--- src/design/rsbp_pkg.sv ---
// ----------------------------------------------------------------------------
// Register script byte parser package
// Shared opcodes, item and command types for the script byte parser.
// ----------------------------------------------------------------------------
`default_nettype none

package rsbp_pkg;

    localparam int unsigned ByteW = 8;

    // Script opcodes. Any other byte in the opcode position is a register address.
    localparam logic [ByteW-1:0] OP_DELAY = 8'hfe;
    localparam logic [ByteW-1:0] OP_BURST = 8'hfd;
    localparam logic [ByteW-1:0] OP_TEXT  = 8'hf0;

    // Command kinds.
    localparam logic KIND_WRITE = 1'b0;
    localparam logic KIND_DELAY = 1'b1;

    typedef struct packed {
        logic [ByteW-1:0] script_byte;
        logic             last_byte;
    } t_item;

    typedef struct packed {
        logic             cmd_kind;
        logic [ByteW-1:0] reg_addr;
        logic [ByteW-1:0] cmd_value;
    } t_cmd;

endpackage

`default_nettype wire

--- src/design/rsbp_ifs.sv ---
// ----------------------------------------------------------------------------
// Register script byte parser channels
// Valid/ready channels for script bytes in and commands out.
// ----------------------------------------------------------------------------
`default_nettype none

interface rsbp_in_if;
    logic       valid;
    logic       ready;
    logic [7:0] script_byte;
    logic       last_byte;

    modport source (output valid, output script_byte, output last_byte, input ready);
    modport sink   (input valid, input script_byte, input last_byte, output ready);
endinterface

interface rsbp_out_if;
    logic       valid;
    logic       ready;
    logic       cmd_kind;
    logic [7:0] reg_addr;
    logic [7:0] cmd_value;

    modport source (output valid, output cmd_kind, output reg_addr, output cmd_value,
                    input ready);
    modport sink   (input valid, input cmd_kind, input reg_addr, input cmd_value,
                    output ready);
endinterface

`default_nettype wire

--- src/design/rsbp_parse.sv ---
// ----------------------------------------------------------------------------
// Register script byte parser state machine
// Holds the parse phase and counters; decodes one registered byte per step.
// ----------------------------------------------------------------------------
`default_nettype none

module rsbp_parse (
    input  wire logic          i_clk,
    input  wire logic          i_rst_n,
    input  wire logic          i_step,
    input  wire rsbp_pkg::t_item i_item,
    output logic               o_emit,
    output rsbp_pkg::t_cmd     o_cmd
);
    import rsbp_pkg::*;

    typedef enum logic [2:0] {
        PH_OPCODE,
        PH_VALUE,
        PH_DELAY,
        PH_BURST_LEN,
        PH_BURST_ADDR,
        PH_BURST_DATA,
        PH_TEXT_LEN,
        PH_TEXT_SKIP
    } t_phase;

    t_phase           r_phase, n_phase;
    logic [ByteW-1:0] r_left, n_left;
    logic [ByteW-1:0] r_addr, n_addr;
    logic [ByteW-1:0] w_byte;

    assign w_byte = i_item.script_byte;

    always_comb begin
        n_phase = r_phase;
        n_left  = r_left;
        n_addr  = r_addr;
        o_emit  = 1'b0;
        o_cmd   = '{cmd_kind: KIND_WRITE, reg_addr: r_addr, cmd_value: w_byte};

        case (r_phase)
            PH_VALUE: begin
                o_emit  = 1'b1;
                n_phase = PH_OPCODE;
            end
            PH_DELAY: begin
                o_emit         = 1'b1;
                o_cmd.cmd_kind = KIND_DELAY;
                o_cmd.reg_addr = '0;
                n_phase        = PH_OPCODE;
            end
            PH_BURST_ADDR: begin
                n_addr  = w_byte;
                n_phase = (r_left == '0) ? PH_OPCODE : PH_BURST_DATA;
            end
            PH_BURST_DATA: begin
                o_emit = 1'b1;
                n_addr = r_addr + 8'd1;
                n_left = (r_left != '0) ? r_left - 8'd1 : r_left;
                if (n_left == '0) begin
                    n_phase = PH_OPCODE;
                end
            end
            PH_TEXT_SKIP: begin
                n_left = (r_left != '0) ? r_left - 8'd1 : r_left;
                if (n_left == '0) begin
                    n_phase = PH_OPCODE;
                end
            end
            default: begin
                // Opcode position, or a length byte. A zero length byte is
                // reread as an opcode, which makes it register address zero.
                if ((r_phase inside {PH_BURST_LEN, PH_TEXT_LEN}) && w_byte == 8'd1) begin
                    n_phase = PH_OPCODE;
                end else if (r_phase == PH_BURST_LEN && w_byte != '0) begin
                    n_left  = w_byte - 8'd2;
                    n_phase = PH_BURST_ADDR;
                end else if (r_phase == PH_TEXT_LEN && w_byte != '0) begin
                    n_left  = w_byte - 8'd1;
                    n_phase = PH_TEXT_SKIP;
                end else if (w_byte == OP_DELAY) begin
                    n_phase = PH_DELAY;
                end else if (w_byte == OP_BURST) begin
                    n_phase = PH_BURST_LEN;
                end else if (w_byte == OP_TEXT) begin
                    n_phase = PH_TEXT_LEN;
                end else begin
                    n_addr  = w_byte;
                    n_phase = PH_VALUE;
                end
            end
        endcase

        // The final byte of a script drops any unfinished command.
        if (i_item.last_byte) begin
            n_phase = PH_OPCODE;
            n_left  = '0;
            n_addr  = '0;
        end
    end

    always_ff @(posedge i_clk) begin
        if (!i_rst_n) begin
            r_phase <= PH_OPCODE;
            r_left  <= '0;
            r_addr  <= '0;
        end else if (i_step) begin
            r_phase <= n_phase;
            r_left  <= n_left;
            r_addr  <= n_addr;
        end
    end

endmodule

`default_nettype wire

--- src/design/register_script_byte_parser_unit.sv ---
// ----------------------------------------------------------------------------
// Register script byte parser unit
// Turns a codec configuration script, one byte per item, into commands.
// ----------------------------------------------------------------------------
// Script bytes arrive on i_item, one item per cycle while i_item.ready is
// high, and come out, where they complete a command, as register writes or
// millisecond delay requests on o_cmd. The unit sustains one script byte
// per clock cycle unless the command register is full and stalled. A command
// passes the input register and then the command register. The rate is set
// by the parser state machine, whose phase, remaining count and pending
// address are updated once for every byte. Because the command register
// frees itself in the same cycle its item is taken, a full output does not
// stop the input as long as the sink keeps taking commands. A byte marked as
// the last of a script is decoded as usual and then the parser returns to the
// opcode phase, so a command cut off by the end of a script produces nothing.
// ----------------------------------------------------------------------------
`default_nettype none

module register_script_byte_parser_unit (
    input  wire logic  i_clk,
    input  wire logic  i_rst_n,
    rsbp_in_if.sink    i_item,
    rsbp_out_if.source o_cmd
);
    import rsbp_pkg::*;

    // Input register stage.
    logic  r_s1_valid;
    t_item r_s1_item;

    // Command register stage.
    logic  r_out_valid;
    t_cmd  r_out_cmd;

    logic  w_emit;
    t_cmd  w_cmd;
    logic  w_out_free;
    logic  w_s1_go;

    // The command register can be loaded when it is empty or being drained.
    assign w_out_free = !r_out_valid || o_cmd.ready;

    // The registered byte moves on unless it completes a command and the
    // command register cannot take it this cycle.
    assign w_s1_go = r_s1_valid && (!w_emit || w_out_free);

    assign i_item.ready = !r_s1_valid || w_s1_go;

    rsbp_parse u_parse (
        .i_clk   (i_clk),
        .i_rst_n (i_rst_n),
        .i_step  (w_s1_go),
        .i_item  (r_s1_item),
        .o_emit  (w_emit),
        .o_cmd   (w_cmd)
    );

    always_ff @(posedge i_clk) begin
        if (!i_rst_n) begin
            r_s1_valid <= 1'b0;
        end else if (i_item.ready) begin
            r_s1_valid <= i_item.valid;
        end
    end

    always_ff @(posedge i_clk) begin
        if (i_item.valid && i_item.ready) begin
            r_s1_item.script_byte <= i_item.script_byte;
            r_s1_item.last_byte   <= i_item.last_byte;
        end
    end

    always_ff @(posedge i_clk) begin
        if (!i_rst_n) begin
            r_out_valid <= 1'b0;
        end else if (w_s1_go && w_emit) begin
            r_out_valid <= 1'b1;
        end else if (o_cmd.ready) begin
            r_out_valid <= 1'b0;
        end
    end

    always_ff @(posedge i_clk) begin
        if (w_s1_go && w_emit) begin
            r_out_cmd <= w_cmd;
        end
    end

    assign o_cmd.valid     = r_out_valid;
    assign o_cmd.cmd_kind  = r_out_cmd.cmd_kind;
    assign o_cmd.reg_addr  = r_out_cmd.reg_addr;
    assign o_cmd.cmd_value = r_out_cmd.cmd_value;

endmodule

`default_nettype wire

--- src/flat_wrapper.sv ---
// flat-port wrapper written by rule: the top's interface ports become plain ports
module register_script_byte_parser_unit_flat import rsbp_pkg::*;
  (i_clk, i_rst_n, i_item_valid, i_item_script_byte, i_item_last_byte, i_item_ready, o_cmd_valid, o_cmd_cmd_kind, o_cmd_reg_addr, o_cmd_cmd_value, o_cmd_ready);
  rsbp_in_if i_item_i ();
  rsbp_out_if o_cmd_i ();
  input  wire logic i_clk;
  input  wire logic i_rst_n;
  input wire logic [$bits(i_item_i.valid)-1:0] i_item_valid;
  input wire logic [$bits(i_item_i.script_byte)-1:0] i_item_script_byte;
  input wire logic [$bits(i_item_i.last_byte)-1:0] i_item_last_byte;
  output wire logic [$bits(i_item_i.ready)-1:0] i_item_ready;
  output wire logic [$bits(o_cmd_i.valid)-1:0] o_cmd_valid;
  output wire logic [$bits(o_cmd_i.cmd_kind)-1:0] o_cmd_cmd_kind;
  output wire logic [$bits(o_cmd_i.reg_addr)-1:0] o_cmd_reg_addr;
  output wire logic [$bits(o_cmd_i.cmd_value)-1:0] o_cmd_cmd_value;
  input wire logic [$bits(o_cmd_i.ready)-1:0] o_cmd_ready;
  assign i_item_i.valid = i_item_valid;
  assign i_item_i.script_byte = i_item_script_byte;
  assign i_item_i.last_byte = i_item_last_byte;
  assign i_item_ready = i_item_i.ready;
  assign o_cmd_valid = o_cmd_i.valid;
  assign o_cmd_cmd_kind = o_cmd_i.cmd_kind;
  assign o_cmd_reg_addr = o_cmd_i.reg_addr;
  assign o_cmd_cmd_value = o_cmd_i.cmd_value;
  assign o_cmd_i.ready = o_cmd_ready;
  register_script_byte_parser_unit u_core (.i_clk(i_clk), .i_rst_n(i_rst_n), .i_item(i_item_i), .o_cmd(o_cmd_i));
endmodule
--- config.mk ---
export PLATFORM = sky130hd
export DESIGN_NAME = register_script_byte_parser_unit_flat
export DESIGN_NICKNAME = d
export VERILOG_FILES = /design/src/design/rsbp_pkg.sv /design/src/design/rsbp_ifs.sv /design/src/design/rsbp_parse.sv /design/src/design/register_script_byte_parser_unit.sv /design/src/flat_wrapper.sv
export SDC_FILE = /design/constraint.sdc
export NUM_CORES = 1
export LEC_CHECK = 0
export BUFFER_PORTS_ARGS = -buffer_cell sky130_fd_sc_hd__buf_4
export CAP_MARGIN = 15
export CORE_AREA = 2 2 83 85
export DETAILED_ROUTE_END_ITERATION = 8
export DIE_AREA = 0 0 85 87
export PLACE_DENSITY = 0.65
export REMOVE_ABC_BUFFERS = 1
export SETUP_SLACK_MARGIN = 0.02
export SLEW_MARGIN = 20
export SYNTH_ARGS = -nofsm -noshare
export SYNTH_HDL_FRONTEND = slang
export SYNTH_SLANG_ARGS = --single-unit
export TNS_END_PERCENT = 100
--- constraint.sdc ---
create_clock -name i_clk -period 2.3 [get_ports i_clk]
set_input_delay 0.115 -clock i_clk [delete_from_list [all_inputs] [get_ports i_clk]]
set_output_delay 0.115 -clock i_clk [all_outputs]
set_load 0.02 [all_outputs]
==> metrics.md, run 1 <==
| Metric | Value |
|---|---|
| Endpoints failing setup | `0` |
| Slew Limit Fails | `0` |
| Worst skew pair latency | `310 ps` |
| Fmax achieved | `464 MHz` |
| VDD IR max | `0.457 mV` |
| Sequential area share after synthesis | `41.9%` |
| Critical path capture point type | `flip-flop` |
| Total Die Area | `0.00740 mm²` |
| Area Growth Syn to Fin | `23.9%` |
| Total gr overflow | `0` |
| PortBufs | `31` |
| Slew @ Worst Pin | `643 ps` |
| GRT Util Overall | `19.1%` |
| Clk root buf | `clkbuf_8` |
| Top cell type by total area after synthesis | `edfxtp_1` |
| Max Root-Sink Buffers | `2` |
| Drt first pass iters | `4` |
| Pwr dens | `535 mW/mm²` |
| Detail Placement HPWL | `5120 µm` |
| CTS tree | `yes` |
| Drt drc | `0` |
| Num ports | `32` |
| Via count | `2,432` |
| Share of cells above drive strength 1 | `28.6%` |
| Part of the cycle the worst path needs | `93.7%` |
| Setup CP Type | `reg -> reg` |
| Required time of the critical path | `2510 ps` |
| Top FF cell, synth | `edfxtp_1` |
| Chip width | `85 µm` |
| Leakage | `0.00130 µW` |
| Unique masters post-synth | `73` |
| MaxCap Viol Count | `0` |
| Final nets | `370` |
| Pwr Total | `1900 µW` |
| Mapped Cells | `287` |
| Arr. time, crit path | `2360 ps` |
| Post-Route WL | `7010 µm` |
| Min Tclk post-route | `2150 ps` |
| Status | `completed` |
| Total CTS buffers | `5` |
| Async SR Flop Fraction | `0%` |
| Most frequent cell after synthesis | `nor2_1` |
| Placed inst area | `0.00332 mm²` |
| Core ar. | `0.00657 mm²` |
| Netlist Area Pre-Place | `0.00287 mm²` |
| Routability Congestion | `0.918` |
| Largest cells by area after synthesis | `edfxtp_1, dfxtp_1, nor2_1` |
| YS warnings | `0` |
| Vias/cell | `5.66` |
| Die Height | `87 µm` |
| Synth top area share | `27.2%` |
| Avg Inst Size Synth | `9.98 µm²` |
| First-pass GRT wire length | `11,200 µm` |
| Placed cells | `412` |
| Remaining antenna violation count | `0` |
| Hold Crit Class | `in -> reg` |
| Largest net degree at the start of global routing | `19` |
| Post-synth EDFFs | `26` |
| WL per Instance | `16.3 µm` |
| Setup Skew | `7.30 ps` |
| Critical path fanouts, max | `7` |
| Max-slew headroom | `57.0%` |
| # diodes | `0` |
| Site row count | `30` |
| RSZ-0062 raised after global routing | `true` |
| Clk slew on worst S/H paths | `90 ps` |
| Initial Util | `43.6%` |
| H-tree depth | `2` |
| Final std cells w/o fill | `430` |
| Antenna violations before repair | `0` |
| Filler instances | `586` |
| Type of origin of the critical path | `flip-flop` |
| Final Hold Fails | `0` |
| CTS Sinks | `47` |
| Design Area, Final | `0.00355 mm²` |
| Number of synthesized register bits | `47` |
| Synth cell count leaders | `nor2_1, edfxtp_1, a21oi_1, dfxtp_1, nand2_1` |
| DR iter-0 viols | `233` |
| Number of global-route vias before repair | `2,193` |
[area by class of cell]
class                   instances  area (µm²)  share of cell area (%)
multi-input cells             217        1550                    43.8
flip-flops and latches         47        1200                    33.8
repair buffers                 69         541                    15.2
well taps                      80         100                    2.82
clock buffers                   6        82.6                    2.33
clock inverters                 2        38.8                    1.09
inverters                       9        33.8                   0.951
[power by group]
group	internal (µW)	switching, µW
Clock	358	300
Sequential	915	42.9
Combinational	129	154
Total	1400	497
[layout by cell type, fill, tap and decap left out, types with 2 or more instances in the layout]
cell type,n
o21ai_2,2
a211o_1,2
nor3_1,5
a21o_1,2
a31oi_1,2
dlygate4sd3_1,9
ha_1,7
o211ai_1,4
or2_2,3
mux2i_1,3
a32o_1,2
a21oi_2,2
nand2_1,16
buf_4,60
or4_1,3
nand4_1,3
a21oi_1,20
xnor2_1,4
nand2b_1,2
xor2_1,9
nor2_1,32
nor2b_1,11
nor4_1,4
and2_1,3
edfxtp_1,26
a21boi_0,2
a32oi_1,8
o21ai_0,11
o21ai_1,3
dfxtp_1,21
and3_1,2
nand3_1,8
o32ai_1,2
nor3_2,3
clkbuf_8,6
inv_1,7
nor3b_1,2
[per-stage QoR]
stage / hold WS, ps / utilization [%] / setup WS, ps / setup TNS, ps
after floorplan: 214 / - / -215 / -3960
after global placement: 293 / 50.6 / 68.7 / 0
after detailed placement: 294 / 50.6 / -7.98 / -7.98
after CTS: 62.0 / 53.8 / 138 / 0
after global routing: 86.5 / 54.1 / 14.2 / 0
final: 65.1 / 54.1 / 146 / 0
[kinds of logic (layout without fill, tap and decap cells)]
group	after synthesis	count (layout)	share of synthesized area, %
flip-flops	47	47	41.9
multiplexers	3	3	1.05
XOR/XNOR	14	14	4.54
AND/OR/NAND/NOR	112	112	23.1
buffers and inverters	23	86	4.24
AO/OA/AOI/OAI	80	80	21.7
adder cells (fa/ha/maj)	8	8	3.49
[critical path, cell delays in order, from the launching register on]
cell,delay (ps)
edfxtp_1,510
buf_4,210
or2_2,360
o41ai_4,400
a21o_1,300
nor2_1,70
a32o_1,210
[per-layer routing]
metal | vias up | track usage [%] | wire length, µm
met5 | - | 0 | 0
met1 | 1147 | 25.9 | 3300
met4 | 0 | 5.77 | 115
met3 | 10 | 2.94 | 327
met2 | 75 | 31.5 | 3270
li1 | 1200 | - | -
[path summary, 6_finish.rpt]
kind	from	end	slack, ps	cells past startpoint
max	u_core.r_s1_item[3]	u_core.u_parse.r_left[2]	150	6
min	i_item_valid	u_core.r_s1_valid	70	3
max reg2reg	u_core.r_s1_item[3]	u_core.u_parse.r_left[2]	150	6
min reg2reg	u_core.u_parse.r_phase[1]	u_core.u_parse.r_phase[1]	540	2
[sequential cells by signal, summed over array words and instances, names as in the netlist]
| signal | count |
|---|---|
| u_core.r_s1_item | 9 |
| u_core.o_cmd.cmd_value | 8 |
| u_core.o_cmd.reg_addr | 8 |
| u_core.u_parse.r_addr | 8 |
| u_core.u_parse.r_left | 8 |
| u_core.u_parse.r_phase | 3 |
| u_core.o_cmd.cmd_kind | 1 |
| u_core.o_cmd.valid | 1 |
| u_core.r_s1_valid | 1 |
[repair_timing]
action                                 CTS  global route
setup endpoints to repair                2             8
setup buffers                            0             1
pin swaps                                0             2
gates cloned                             0             0
endpoints found under the hold margin    9             0
gates resized for setup                  1             4
hold buffers                             9             0
Power figures use the tool's default switching activity.
==> inputs of run 2 (changes only) <==
--- a/config.mk
+++ b/config.mk
@@ -7,10 +7,10 @@
 export LEC_CHECK = 0
 export BUFFER_PORTS_ARGS = -buffer_cell sky130_fd_sc_hd__buf_4
 export CAP_MARGIN = 15
-export CORE_AREA = 2 2 83 85
+export CORE_AREA = 2 2 98 100
 export DETAILED_ROUTE_END_ITERATION = 8
-export DIE_AREA = 0 0 85 87
-export PLACE_DENSITY = 0.65
+export DIE_AREA = 0 0 100 102
+export GPL_TIMING_DRIVEN = 0
 export REMOVE_ABC_BUFFERS = 1
 export SETUP_SLACK_MARGIN = 0.02
 export SLEW_MARGIN = 20
==> run 2 against run 1 <==
Net effect:
- largest power group unchanged
- clock-buffer cell count decreased by 1
- clock skew increased by 6.3 ps
- maximum frequency decreased by 1.5%
- utilization decreased by 14 points
- sequential power increased by 0.8%
- global-route usage decreased by 4.9 points
- combinational power increased by 4%
- routed wire length increased by 6.0%
- power decreased by 0.89%
- critical endpoint is now u_core.u_parse.r_left[7]
- register-to-register slack got worse by 30 ps
- sequential cell count unchanged
- highest routed layer unchanged
==> metrics.md, run 2 (synthesized netlist as in run 1, its figures left out) <==
| Metric | Value |
|---|---|
| Status | `completed` |
| Cells on worst reg2reg path | `8` |
| MaxCap Viol Count | `0` |
| Core ar. | `0.00911 mm²` |
| PortBufs | `31` |
| RSZ-0062 raised after global routing | `true` |
| Routability Congestion | `0.896` |
| Crit-path cells | `inv_2, ha_4, nor3b_2, a21oi_4, o21ai_4, or4_1, a311o_1, a21oi_1` |
| Chip width | `100 µm` |
| Final hold slack | `47.9 ps` |
| VDD IR max | `0.325 mV` |
| Total gr overflow | `0` |
| Fmax achieved | `457 MHz` |
| Commonest non-fill, non-tap cells in the layout | `buf_4, nor2_1, edfxtp_1` |
| Worst path depth | `8` |
| Critical path fanouts, max | `5` |
| Max-slew headroom | `55.1%` |
| Slew @ Worst Pin | `669 ps` |
| Arr. time, crit path | `2400 ps` |
| Largest net degree at the start of global routing | `20` |
| Total Die Area | `0.0102 mm²` |
| Largest reg by FF count | `u_core.r_s1_item` |
| DR iter-0 viols | `196` |
| Antenna violations before repair | `0` |
| Setup Skew | `13.6 ps` |
| Setup CP Type | `reg -> reg` |
| H-tree depth | `2` |
| Leakage | `0.00129 µW` |
| CTS Sinks | `47` |
| Site row count | `35` |
| Initial Util | `31.5%` |
| Drt first pass iters | `6` |
| Required time of the critical path | `2510 ps` |
| Endpoints failing setup | `0` |
| Slew Limit Fails | `0` |
| Worst skew pair latency | `310 ps` |
| First-pass GRT wire length | `11,500 µm` |
| Slowest-stage cell, CP | `edfxtp_1` |
| Via count | `2,456` |
| Critical path capture point type | `flip-flop` |
| Hold Crit Depth | `3` |
| GRT Util Overall | `14.2%` |
| Commonest non-fill, non-tap cell in the layout | `buf_4` |
| Final nets | `362` |
| Part of the cycle the worst path needs | `95.1%` |
| Detail Placement HPWL | `4930 µm` |
| Max Root-Sink Buffers | `2` |
| Min Tclk post-route | `2190 ps` |
| Type of origin of the critical path | `flip-flop` |
| Clk slew on worst S/H paths | `90 ps` |
| Total CTS buffers | `5` |
| WL per Instance | `16.4 µm` |
| CTS tree | `yes` |
| Filler instances | `918` |
| Final Hold Fails | `0` |
| Hold Crit Class | `in -> reg` |
| Clk root buf | `clkbuf_8` |
| Share of cells above drive strength 1 | `32.2%` |
| Setup TNS | `0 ps` |
| Vias/cell | `5.42` |
| Critical path buffers and inverters | `1` |
| # diodes | `0` |
| Die Height | `102 µm` |
| Area Growth Syn to Fin | `26.9%` |
| Pwr dens | `518 mW/mm²` |
| Post-Route WL | `7430 µm` |
| Num ports | `32` |
| Slowest stage delay, CP | `410 ps` |
| Largest register FFs | `9` |
| Number of global-route vias before repair | `2,180` |
| CP top delay family | `compound AO/OA/AOI/OAI gates` |
| Remaining antenna violation count | `0` |
| Drt drc | `0` |
run 2: changes by cell type in the layout (fill, tap and decap cells not counted), sizes merged:
cell,previous run,this run
buf,60,51
clkinv,1,3
clkbuf,6,5
inv,9,8
or2,4,5
run 2: repair_timing:
action                                  in CTS  in global routing
buffers inserted                             2                 17
resized for setup                           11                 20
endpoints found under the setup margin      28                 19
pin swaps                                    2                  8
hold buffers                                 9                  0
endpoints found under the hold margin        9                  0
cloned                                       0                  1
run 2: power breakdown:
part | switching, µW | leakage, µW | internal, µW | total, µW
clock network | 299 | 0.0000581 | 324 | 623
registers | 49.8 | 0.000404 | 916 | 966
logic | 158 | 0.000828 | 137 | 295
total | 506 | 0.00129 | 1380 | 1880
run 2: final timing paths:
path                            startpoint                       end  slack (ps)
setup / recovery       u_core.r_s1_item[2]  u_core.u_parse.r_left[7]         110
setup reg to reg       u_core.r_s1_item[2]  u_core.u_parse.r_left[7]         110
hold reg to reg   u_core.u_parse.r_addr[7]  u_core.u_parse.r_addr[7]         550
hold / removal                i_item_valid         u_core.r_s1_valid          50
run 2: tightest hold or removal path: cells and delay by family:
| kind | cells | cell delay [ps] |
|---|---|---|
| compound gates | 1 | 90 |
| buf+inv | 2 | 110 |
run 2: cell type report:
cell class / count / area [µm²] / area share, %
clock buffer: 5 / 68.8 / 1.89
clock inverter: 3 / 43.8 / 1.20
inverter: 9 / 33.8 / 0.929
multi-input combinational: 218 / 1670 / 45.9
sequential: 47 / 1210 / 33.2
tap: 111 / 139 / 3.82
timing repair buffer: 60 / 477 / 13.1
run 2: through the flow:
| step | cells | cell area [µm²] | power (µW) | util, % | setup slack [ps] |
|---|---|---|---|---|---|
| after floorplan | 273 | 2780 | 1120 | - | -215 |
| after global placement | 415 | 3150 | 1200 | 34.6 | -1220 |
| after detailed placement | 416 | 3160 | 1210 | 34.7 | -331 |
| after CTS | 435 | 3410 | 1850 | 37.4 | 20.5 |
| after global routing | 453 | 3640 | 1960 | 39.9 | 2.00 |
| final | 453 | 3640 | 1880 | 39.9 | 112 |
run 2: per-layer routing:
metal,GRT usage [%],routed length (µm),vias up
met5,0,0,-
met4,4.64,93,0
met3,1.85,367,8
met2,21.7,3290,87
met1,20.9,3680,1172
li1,-,-,1189
